$ cat config.mk
export PLATFORM = sky130hd
export DESIGN_NAME = sorted_priority_queue
export DESIGN_NICKNAME = d
export VERILOG_FILES = /design/src/sv/spq_pkg.sv /design/src/sv/spq_cell.sv /design/src/sv/sorted_priority_queue.sv
export SDC_FILE = /design/constraint.sdc
export NUM_CORES = 2
export LEC_CHECK = 0
export BUFFER_PORTS_ARGS = -buffer_cell sky130_fd_sc_hd__buf_2
export CAP_MARGIN = 10
export CELL_PAD_IN_SITES_DETAIL_PLACEMENT = 1
export CELL_PAD_IN_SITES_GLOBAL_PLACEMENT = 1
export CORE_MARGIN = 2
export CORE_UTILIZATION = 32
export CTS_CLUSTER_SIZE = 24
export DETAILED_ROUTE_END_ITERATION = 8
export PLACE_DENSITY = 0.58
export SYNTH_ARGS = -nofsm -noshare
export SYNTH_HDL_FRONTEND = slang
export SYNTH_SLANG_ARGS = --single-unit
$ cat constraint.sdc
create_clock -name clk -period 12.2 [get_ports clk]
set_clock_uncertainty 0.15 [all_clocks]
set_input_delay 2.44 -clock clk [delete_from_list [all_inputs] [get_ports clk]]
set_output_delay 2.44 -clock clk [all_outputs]
set_load 0.005 [all_outputs]
$ cat src/sv/spq_pkg.sv
// Shared types, constants and helpers for the sorted priority queue.
`default_nettype none
package spq_pkg;

  localparam int CAPACITY = 16;
  localparam int CNT_W    = $clog2(CAPACITY + 1);
  localparam int DATA_W   = 32;
  localparam int OCC_W    = 5;

  localparam logic [1:0] ST_PUSHED = 2'd0;
  localparam logic [1:0] ST_POPPED = 2'd1;
  localparam logic [1:0] ST_EMPTY  = 2'd2;
  localparam logic [1:0] ST_FULL   = 2'd3;

  localparam logic REQ_PUSH = 1'b0;
  localparam logic REQ_POP  = 1'b1;

  typedef logic signed [DATA_W-1:0] word_t;
  typedef logic [CNT_W-1:0] count_t;

  // Per-cycle command broadcast to every cell of the chain.
  typedef struct packed {
    logic push;
    logic pop;
  } spq_ctrl_t;

  // Occupancy is reported modulo the width of the output field.
  function automatic logic [OCC_W-1:0] occ_of(input count_t c);
    logic [CNT_W+OCC_W-1:0] w;
    w = {{OCC_W{1'b0}}, c};
    return w[OCC_W-1:0];
  endfunction

endpackage
`default_nettype wire

$ cat src/sv/spq_cell.sv
// One cell of the sorted chain: holds an entry and trades it with its neighbors.
`default_nettype none
module spq_cell
  import spq_pkg::*;
(
  input  wire logic      clk,
  input  wire spq_ctrl_t ctrl,
  input  wire logic      occupied,
  input  wire word_t     new_value,
  input  wire word_t     new_priority,
  input  wire logic      left_ahead,
  input  wire word_t     left_value,
  input  wire word_t     left_priority,
  input  wire word_t     right_value,
  input  wire word_t     right_priority,
  output word_t          value,
  output word_t          priority_q,
  output logic           ahead
);

  // The new entry belongs at or ahead of this cell when the cell is empty or
  // holds a strictly lower priority, so equal priorities stay in arrival order.
  assign ahead = !occupied || (priority_q < new_priority);

  always_ff @(posedge clk) begin
    if (ctrl.push) begin
      if (left_ahead) begin
        value      <= left_value;
        priority_q <= left_priority;
      end else if (ahead) begin
        value      <= new_value;
        priority_q <= new_priority;
      end
    end else if (ctrl.pop) begin
      value      <= right_value;
      priority_q <= right_priority;
    end
  end

endmodule
`default_nettype wire

$ cat src/sv/sorted_priority_queue.sv
// Top level of the sorted priority queue built as a chain of cells.
// The queue holds up to CAPACITY entries sorted by descending signed priority,
// oldest first among equal priorities, one entry per cell. Every request is
// handled in parallel: all cells compare their priority with the pushed
// one at once and each shifts, loads or holds in the same edge, so a push or
// pop is accepted each cycle the result register is free or being taken.
// Each request gives one result with status, popped value and occupancy.
`default_nettype none
module sorted_priority_queue
  import spq_pkg::*;
(
  input  wire logic              clk,
  input  wire logic              rst,
  input  wire logic              in_valid,
  output logic                   in_stall,
  input  wire logic              req_type,
  input  wire word_t             item_value,
  input  wire word_t             item_priority,
  output logic                   out_valid,
  input  wire logic              out_stall,
  output logic [1:0]             status,
  output word_t                  popped_value,
  output logic [OCC_W-1:0]       occupancy
);

  count_t    count;
  count_t    count_next;
  spq_ctrl_t ctrl;
  logic      accept;
  logic      full;
  logic      empty;
  logic [1:0] status_next;

  word_t cell_value    [CAPACITY];
  word_t cell_priority [CAPACITY];
  logic  cell_ahead    [CAPACITY];

  assign in_stall = out_valid && out_stall;
  assign accept   = in_valid && !in_stall;
  assign full     = (count == count_t'(CAPACITY));
  assign empty    = (count == '0);

  assign ctrl.push = accept && (req_type == REQ_PUSH) && !full;
  assign ctrl.pop  = accept && (req_type == REQ_POP) && !empty;

  always_comb begin
    count_next = count;
    if (ctrl.push) begin
      count_next = count + count_t'(1);
    end else if (ctrl.pop) begin
      count_next = count - count_t'(1);
    end
    if (req_type == REQ_PUSH) begin
      status_next = full ? ST_FULL : ST_PUSHED;
    end else begin
      status_next = empty ? ST_EMPTY : ST_POPPED;
    end
  end

  for (genvar i = 0; i < CAPACITY; i++) begin : g_cell
    logic  left_ahead;
    word_t left_value;
    word_t left_priority;
    word_t right_value;
    word_t right_priority;

    if (i == 0) begin : g_head
      assign left_ahead    = 1'b0;
      assign left_value    = item_value;
      assign left_priority = item_priority;
    end else begin : g_mid
      assign left_ahead    = cell_ahead[i-1];
      assign left_value    = cell_value[i-1];
      assign left_priority = cell_priority[i-1];
    end

    // The tail cell refills with its own contents on a pop; it becomes empty.
    if (i == CAPACITY - 1) begin : g_tail
      assign right_value    = cell_value[i];
      assign right_priority = cell_priority[i];
    end else begin : g_body
      assign right_value    = cell_value[i+1];
      assign right_priority = cell_priority[i+1];
    end

    spq_cell u_cell (
      .clk            (clk),
      .ctrl           (ctrl),
      .occupied       (count_t'(i) < count),
      .new_value      (item_value),
      .new_priority   (item_priority),
      .left_ahead     (left_ahead),
      .left_value     (left_value),
      .left_priority  (left_priority),
      .right_value    (right_value),
      .right_priority (right_priority),
      .value          (cell_value[i]),
      .priority_q     (cell_priority[i]),
      .ahead          (cell_ahead[i])
    );
  end

  always_ff @(posedge clk) begin
    if (rst) begin
      count     <= '0;
      out_valid <= 1'b0;
    end else begin
      count <= count_next;
      if (accept) begin
        out_valid <= 1'b1;
      end else if (!out_stall) begin
        out_valid <= 1'b0;
      end
    end
  end

  always_ff @(posedge clk) begin
    if (accept) begin
      status       <= status_next;
      popped_value <= ctrl.pop ? cell_value[0] : '0;
      occupancy    <= occ_of(count_next);
    end
  end

endmodule
`default_nettype wire
Word-level counts from Yosys, hierarchy flattened
Cells that the tools add are included.
{"block": "word_totals", "elab_cells": 278, "input_bits": 69, "out_inout_bits": 41, "register_bits": 1069}
{"block": "classes", "muxes": 129, "reduce_logical": 60, "bitwise_logic": 1, "eq_ne": 17, "magnitude_cmp": 32, "n_addsub": 2}
{"operator": "$mux 32", "n": 122}
{"operator": "$lt 32x32->1", "n": 16}
{"operator": "$ne 3x1->1 const B", "n": 14}
{"operator": "$lt 4x5->1 const A", "n": 8}
{"operator": "$reduce_and 2->1", "n": 16}
{"operator": "$lt 3x5->1 const A", "n": 4}
{"operator": "$logic_not 1->1", "n": 19}
{"operator": "$logic_or 1x1->1", "n": 16}
{"operator": "$lt 1x5->1 const A", "n": 2}
{"operator": "$lt 2x5->1 const A", "n": 2}
{"operator": "$mux 5", "n": 2}
{"operator": "$logic_and 1x1->1", "n": 6}
{"operator": "$mux 2", "n": 3}
{"operator": "$add 5x1->5 const B", "n": 1}
{"operator": "$eq 5x5->1 const B", "n": 1}
{"operator": "$logic_not 5->1", "n": 1}
{"operator": "$sub 5x1->5 const B", "n": 1}
{"operator": "$ne 2x1->1 const B", "n": 2}
{"operator": "$reduce_bool 2->1", "n": 2}
{"operator": "$mux 1", "n": 2}
{"operator": "$not 1->1", "n": 1}

Logic depth before layout (Yosys ltp)
{"block": "logic_depth", "word_depth": 7, "depth_mapped": 15, "mapped_depth_nobuf": 10}

Hierarchy
From an unflattened synthesis, not the netlist that was laid out.
{"block": "hier_totals", "hier_cells": 6435, "hier_area_um2": 66283.6}
{"mod": "spq_cell (g_cell[0].u_cell ...)", "area_per_inst_um2": 4003.8, "cells_each": 391, "seq_area_each_um2": 1921.8, "n_inst": 13}
{"mod": "spq_cell (g_cell[8].u_cell ...)", "area_per_inst_um2": 4063.9, "cells_each": 398, "seq_area_each_um2": 1921.8, "n_inst": 2}
{"mod": "spq_cell (g_cell[7].u_cell)", "area_per_inst_um2": 4087.7, "cells_each": 397, "seq_area_each_um2": 1921.8, "n_inst": 1}
{"mod": "sorted_priority_queue", "area_per_inst_um2": 2018.2, "cells_each": 159, "seq_area_each_um2": 1291.2, "n_inst": 1}

Worst setup path before layout
No wires, ideal clock.
{"block": "synth_timing", "path_kind": "input to register", "from": "in item_priority[17]", "to": "reg g_cell[0].u_cell.priority_q[0] (enable)", "setup_ps": 574, "setup_slack_ps": 1714, "n_path_buf": 5, "required_time_ps": 11476, "cell_stages": 14, "arrival_time_ps": 9761, "path_cell_list": "clkbuf_1 > clkbuf_1 > inv_1 > ha_1 > a21o_1 > a21o_1 > a21o_1 > a2111oi_1 > o2111ai_1 > o211a_1 > clkbuf_1 > buf_2 > buf_4 > o21ai_0"}
{"block": "synth_via", "elab_chain_len": 4}
{"element": "from (decl)", "line": "sorted_priority_queue.sv:18", "text": "input wire word_t item_priority,"}
{"element": "$lt 32x32->1", "line": "spq_cell.sv:23", "text": "assign ahead = !occupied || (priority_q < new_priority);"}
{"element": "$logic_or 1x1->1", "line": "spq_cell.sv:23"}
{"element": "$ne 2x1->1 (no line)"}
{"element": "$reduce_and 2->1 (no line)"}
{"element": "to (signal assigned)", "line": "spq_cell.sv:29", "text": "priority_q <= left_priority;"}
{"element": "to (signal assigned)", "line": "spq_cell.sv:32", "text": "priority_q <= new_priority;"}
{"element": "to (signal assigned)", "line": "spq_cell.sv:36", "text": "priority_q <= right_priority;"}
{"element": "to (decl)", "line": "spq_cell.sv:17", "text": "output word_t priority_q,"}
Every way passes these cells.
A chain may end at the register's enable or synchronous reset.

Worst setup path after layout
{"block": "layout_timing", "from": "in item_priority[20]", "to": "reg g_cell[7].u_cell.priority_q[9] (data pin)"}
{"block": "layout_via", "elab_chain_len": 4}
{"element": "$lt 32x32->1", "line": "spq_cell.sv:23"}
{"element": "$logic_or 1x1->1", "line": "spq_cell.sv:23"}
{"element": "$mux 32", "line": "spq_cell.sv:27", "text": "if (left_ahead) begin"}
{"element": "$mux 32", "line": "spq_cell.sv:26", "text": "if (ctrl.push) begin"}
{"element": "to (signal assigned)", "line": "spq_cell.sv:29"}
{"element": "to (signal assigned)", "line": "spq_cell.sv:32"}
{"element": "to (signal assigned)", "line": "spq_cell.sv:36"}
{"element": "to (decl)", "line": "spq_cell.sv:17"}
Every way passes these cells.

==> results summary <==
The via count is just under 60000. Registers take 0.0320 mm². The run finished with clean final reports. The maximum vdd ir drop is ~0.00015 V. The layout net count came out at 7031. The area share of the largest cell type after synthesis came out at 47.6%.

The I/O pin total is 110. The final-report setup violation count is 0. The final max-slew violation count is 0. The clock tree from TritonCTS is built. The initial antenna violation count is 23. In this run the static leakage power is around 26 nW.

The die covers ~0.21 mm². The highest cell delay on the worst timing path came out at between 0.8 and 0.9 ns. The proportion of synthesized area in mux cells is ~5.9%.

Clock tree synthesis selected as its root buffer the cell sky130_fd_sc_hd__clkbuf_16. By startpoint and endpoint, the worst setup path is classified as in -> reg. The synthesized design spends more area on one cell type than any other, namely sky130_fd_sc_hd__edfxtp_1. The final worst hold slack came out at roughly 0.40 ns.

After routing the design area is ~0.074 mm². Yosys mapped the design onto 58 distinct sky130hd cell types. The largest buffer count on any clock path came out at 3. The clock latency reported for the late side of the worst-skew pair is between 0.8 and 0.9 ns. The dominant delay contributor by cell family on the critical path is buffers and inverters. The simple logic cell fraction of the synthesized area came out at 15.7%. The source of the worst register-to-register timing path is count[1]$_SDFF_PP0_. The complex-gate fraction of the synthesized area is between 10% and 20%. The total routed wirelength came out at around 300 mm.

The portion of the clock cycle consumed by the worst path in the final layout is 61.5%. The half-perimeter wire length after detailed placement is between 150 and 200 mm. The required arrival time at the worst endpoint came out at about 13 ns. The power per unit of standard cell area is ~150 mW/mm². The post-route netlist has 7.41% of its cells at a drive strength greater than 1.

Setup repair after global routing left no endpoint under its margin. The critical path goes through buf_2 -> inv_1 -> ha_1 -> and4_1 -> nand4_1 -> a21oi_1 -> a211oi_1 -> o2111ai_1 -> nand2_4 -> buf_4 -> buf_4 -> nor3_1 -> a221oi_1. The synthesized-area fraction occupied by adder cells came out at under 10%. The cell count after synthesis is 6733. The area of combinational cells with multiple inputs is 0.0328 mm².

The clock transition at the registers of the reported paths came out at ~0.060 ns. Entering global routing, the biggest net connects about 170 pins. The mean instance size in the synthesized netlist came out at between 9 and 10 µm². Summing all placed instances gives a cell area of ~0.070 mm². By area the synthesized netlist is led by sky130_fd_sc_hd__edfxtp_1 48%, sky130_fd_sc_hd__ha_1 9.3%, sky130_fd_sc_hd__mux2i_1 4.8%, sky130_fd_sc_hd__nand2_1 4.4%, sky130_fd_sc_hd__nor2_1 4.3%. The startpoint of the most critical hold path is g_cell[0].u_cell.value[29]$_DFFE_PP_. The port buffer count is approximately 110. The filler cells instantiated in the layout total around 23000. The count of instances resized after the clock tree is built is 0. At the end of routability-driven placement, the weighted congestion stood at 0.912.

The setup slack on the worst flop-to-flop path came out at 6.70 ns. The signal arrival time at the worst endpoint came out at 7.93 ns. The via count of the first global-routing pass is between 50000 and 60000. The maximum frequency from static timing analysis is between 0.1 and 0.15 GHz. STA classifies the critical path startpoint as a primary input. By area, the combinational part of the netlist is dominated by compound AO/OA/AOI/OAI gates.

The count of buffering cells on the critical path with inverters included came out at 4. In this run the worst setup path begins at item_priority[20]. The initial utilization of the core area, before any placement, comes to 32.1%. The cell total after placement came out at slightly above 9000. The total number of clock tree sinks is 1069.

TritonCTS created 137 clock buffers. The most used flip-flop cell after synthesis is sky130_fd_sc_hd__edfxtp_1. The number of flops mapped to enable cells by yosys is around 1100. The share of synthesized area occupied by flip-flops and latches came out at between 40% and 50%.

The most used cell along the critical path is sky130_fd_sc_hd__buf_4. The routed design could run at a clock period as short as around 7.5 ns. In the synthesized netlist the async set-or-reset flop fraction comes to 0%.

The slew of the pin with the lowest slew margin is approximately 1.3 ns. Synthesis inferred between 1000 and 1500 register bits. The number of endpoints with negative hold slack in the final report came out at 0. The total negative slack is 0 ns. After floorplanning, the core was sized to cover ~0.21 mm².

The overall fraction of global-route tracks in use is a little over a quarter. The critical-path maximum fanout is 66. Across the run, the number of max-cap violations was 0. The number of cells in the finished layout apart from fillers came out at 9384. The via density per instance came out at around 6.2. The number of iterations in the first detailed-routing pass is 5. The post-CTS setup-driven buffer insertion count came out at 0. The xor/xnor share of the synthesized area came out at 0.0261%. The number of placement rows is ~170. The number of nets with antenna violations after routing is 0. The vertical die dimension came out at around 460 µm. The detailed-route wire length per cell came out at 31.6 µm. Among all stages on the critical path, the largest delay is contributed by sky130_fd_sc_hd__buf_4.

The maximum level of the CTS H-tree came out at 4. The remaining max-slew budget at the tightest pin came out at 11.8%. The number of remaining DRC errors came out at 0.

The total overflow reported by the global router is 0. The number of DRC violations after detailed-routing iteration 0 is ~6500. The count of hold buffers inserted by post-cts repair is 0. The global-route wire length before repair is roughly 430 mm. The floorplan die width is ~460 µm. The cell area that synthesis handed to floorplanning was about 0.067 mm². The net count after synthesis came out at approximately 7300. The element type at the critical path end is a flip-flop. In this run the worst hold path is classified as reg -> reg. The count of warnings emitted by yosys came out at 0.

The synthesis-to-finish area growth is 10.8%.
-- worst paths after layout --
kind / to / cells after the start
max: g_cell[7].u_cell.priority_q[9]$_DFFE_PP_ / 13
min: popped_value[29]$_SDFFCE_PN0P_ / 1
max reg2reg: g_cell[3].u_cell.value[28]$_DFFE_PP_ / 11
min reg2reg: popped_value[29]$_SDFFCE_PN0P_ / 1
-- state kept, by name, indices dropped and copies added, names as in the netlist --
register / flops
g_cell.u_cell.priority_q: 512
g_cell.u_cell.value: 512
popped_value: 32
count: 5
occupancy: 5
status: 2
out_valid: 1
-- routing by layer --
layer / vias up / wire length (µm) / part of all wire [%] / track usage (%)
met1: 29846 / 133000 / 45 / 39.1
met4: 6 / 12200 / 4.1 / 10.6
met3: 558 / 22000 / 7.4 / 4.03
met2: 2554 / 129000 / 44 / 41.0
li1: 25161 / - / - / -
met5: - / 37 / 0.012 / 0
-- cells in the mapped netlist, types with 7 or more instances --
| master | number |
|---|---|
| sky130_fd_sc_hd__clkbuf_1 | 490 |
| sky130_fd_sc_hd__a221oi_1 | 228 |
| sky130_fd_sc_hd__a2111oi_0 | 17 |
| sky130_fd_sc_hd__or3_1 | 7 |
| sky130_fd_sc_hd__o21ai_1 | 10 |
| sky130_fd_sc_hd__nand2b_1 | 28 |
| sky130_fd_sc_hd__o21ai_0 | 108 |
| sky130_fd_sc_hd__nor3_1 | 402 |
| sky130_fd_sc_hd__o2bb2ai_1 | 32 |
| sky130_fd_sc_hd__and4_1 | 12 |
| sky130_fd_sc_hd__nand4_1 | 71 |
| sky130_fd_sc_hd__inv_1 | 44 |
| sky130_fd_sc_hd__mux2_2 | 15 |
| sky130_fd_sc_hd__nand2_1 | 792 |
| sky130_fd_sc_hd__a31oi_1 | 45 |
| sky130_fd_sc_hd__a21o_1 | 133 |
| sky130_fd_sc_hd__buf_4 | 22 |
| sky130_fd_sc_hd__o221ai_1 | 194 |
| sky130_fd_sc_hd__a211o_1 | 12 |
| sky130_fd_sc_hd__nor2b_1 | 24 |
| sky130_fd_sc_hd__a21oi_1 | 461 |
| sky130_fd_sc_hd__mux2_1 | 49 |
| sky130_fd_sc_hd__edfxtp_1 | 1063 |
| sky130_fd_sc_hd__o211ai_1 | 269 |
| sky130_fd_sc_hd__buf_2 | 79 |
| sky130_fd_sc_hd__buf_1 | 47 |
| sky130_fd_sc_hd__a211oi_1 | 93 |
| sky130_fd_sc_hd__nand3_1 | 282 |
| sky130_fd_sc_hd__o21a_1 | 10 |
| sky130_fd_sc_hd__and2_1 | 35 |
| sky130_fd_sc_hd__mux2i_1 | 322 |
| sky130_fd_sc_hd__ha_1 | 499 |
| sky130_fd_sc_hd__nor2_1 | 773 |
-- metrics by stage --
step | setup slack, ns | utilization [%] | total power, mW
after floorplan | 1.71 | - | 6.12
after global placement | 3.38 | 33.6 | 7.00
after detailed placement | 4.05 | 33.6 | 7.07
after CTS | 4.89 | 35.6 | 11.1
after global routing | 4.66 | 35.6 | 11.4
final | 4.70 | 35.6 | 11.1
-- final cells by class --
cell class / instances / area share, %
tap: 2805 / 4.72
sequential: 1069 / 43.1
clock inverter: 73 / 0.826
timing repair buffer: 234 / 2.13
antenna: 8 / 0.0269
clock buffer: 174 / 4.85
multi-input combinational: 4977 / 44.1
inverter: 44 / 0.222
-- cell usage in the layout (no fill, tap or decap), types with 228 or more instances in the layout --
master,Yosys,layout
sky130_fd_sc_hd__mux2i_1,322,321
sky130_fd_sc_hd__nor2_1,773,769
sky130_fd_sc_hd__nand2_1,792,778
sky130_fd_sc_hd__nand3_1,282,282
sky130_fd_sc_hd__o211ai_1,269,269
sky130_fd_sc_hd__edfxtp_1,1063,1063
sky130_fd_sc_hd__ha_1,499,499
sky130_fd_sc_hd__a21oi_1,461,448
sky130_fd_sc_hd__a221oi_1,228,228
sky130_fd_sc_hd__nor3_1,402,399
-- where the power goes --
group	leakage [nW]	switching (mW)	total, mW	internal, mW
registers	10.1	0.331	4.89	4.56
logic	14.2	1.49	2.15	0.667
clock network	2.06	1.79	4.02	2.23
-- cells by family after synthesis --
family          after synthesis
xor+xnor                      2
mux                         386
compound gates             1650
flops                      1069
buf+inv                     687
fa+ha+maj                   499
simple gates               2440
(Power assumes the default switching activity.)
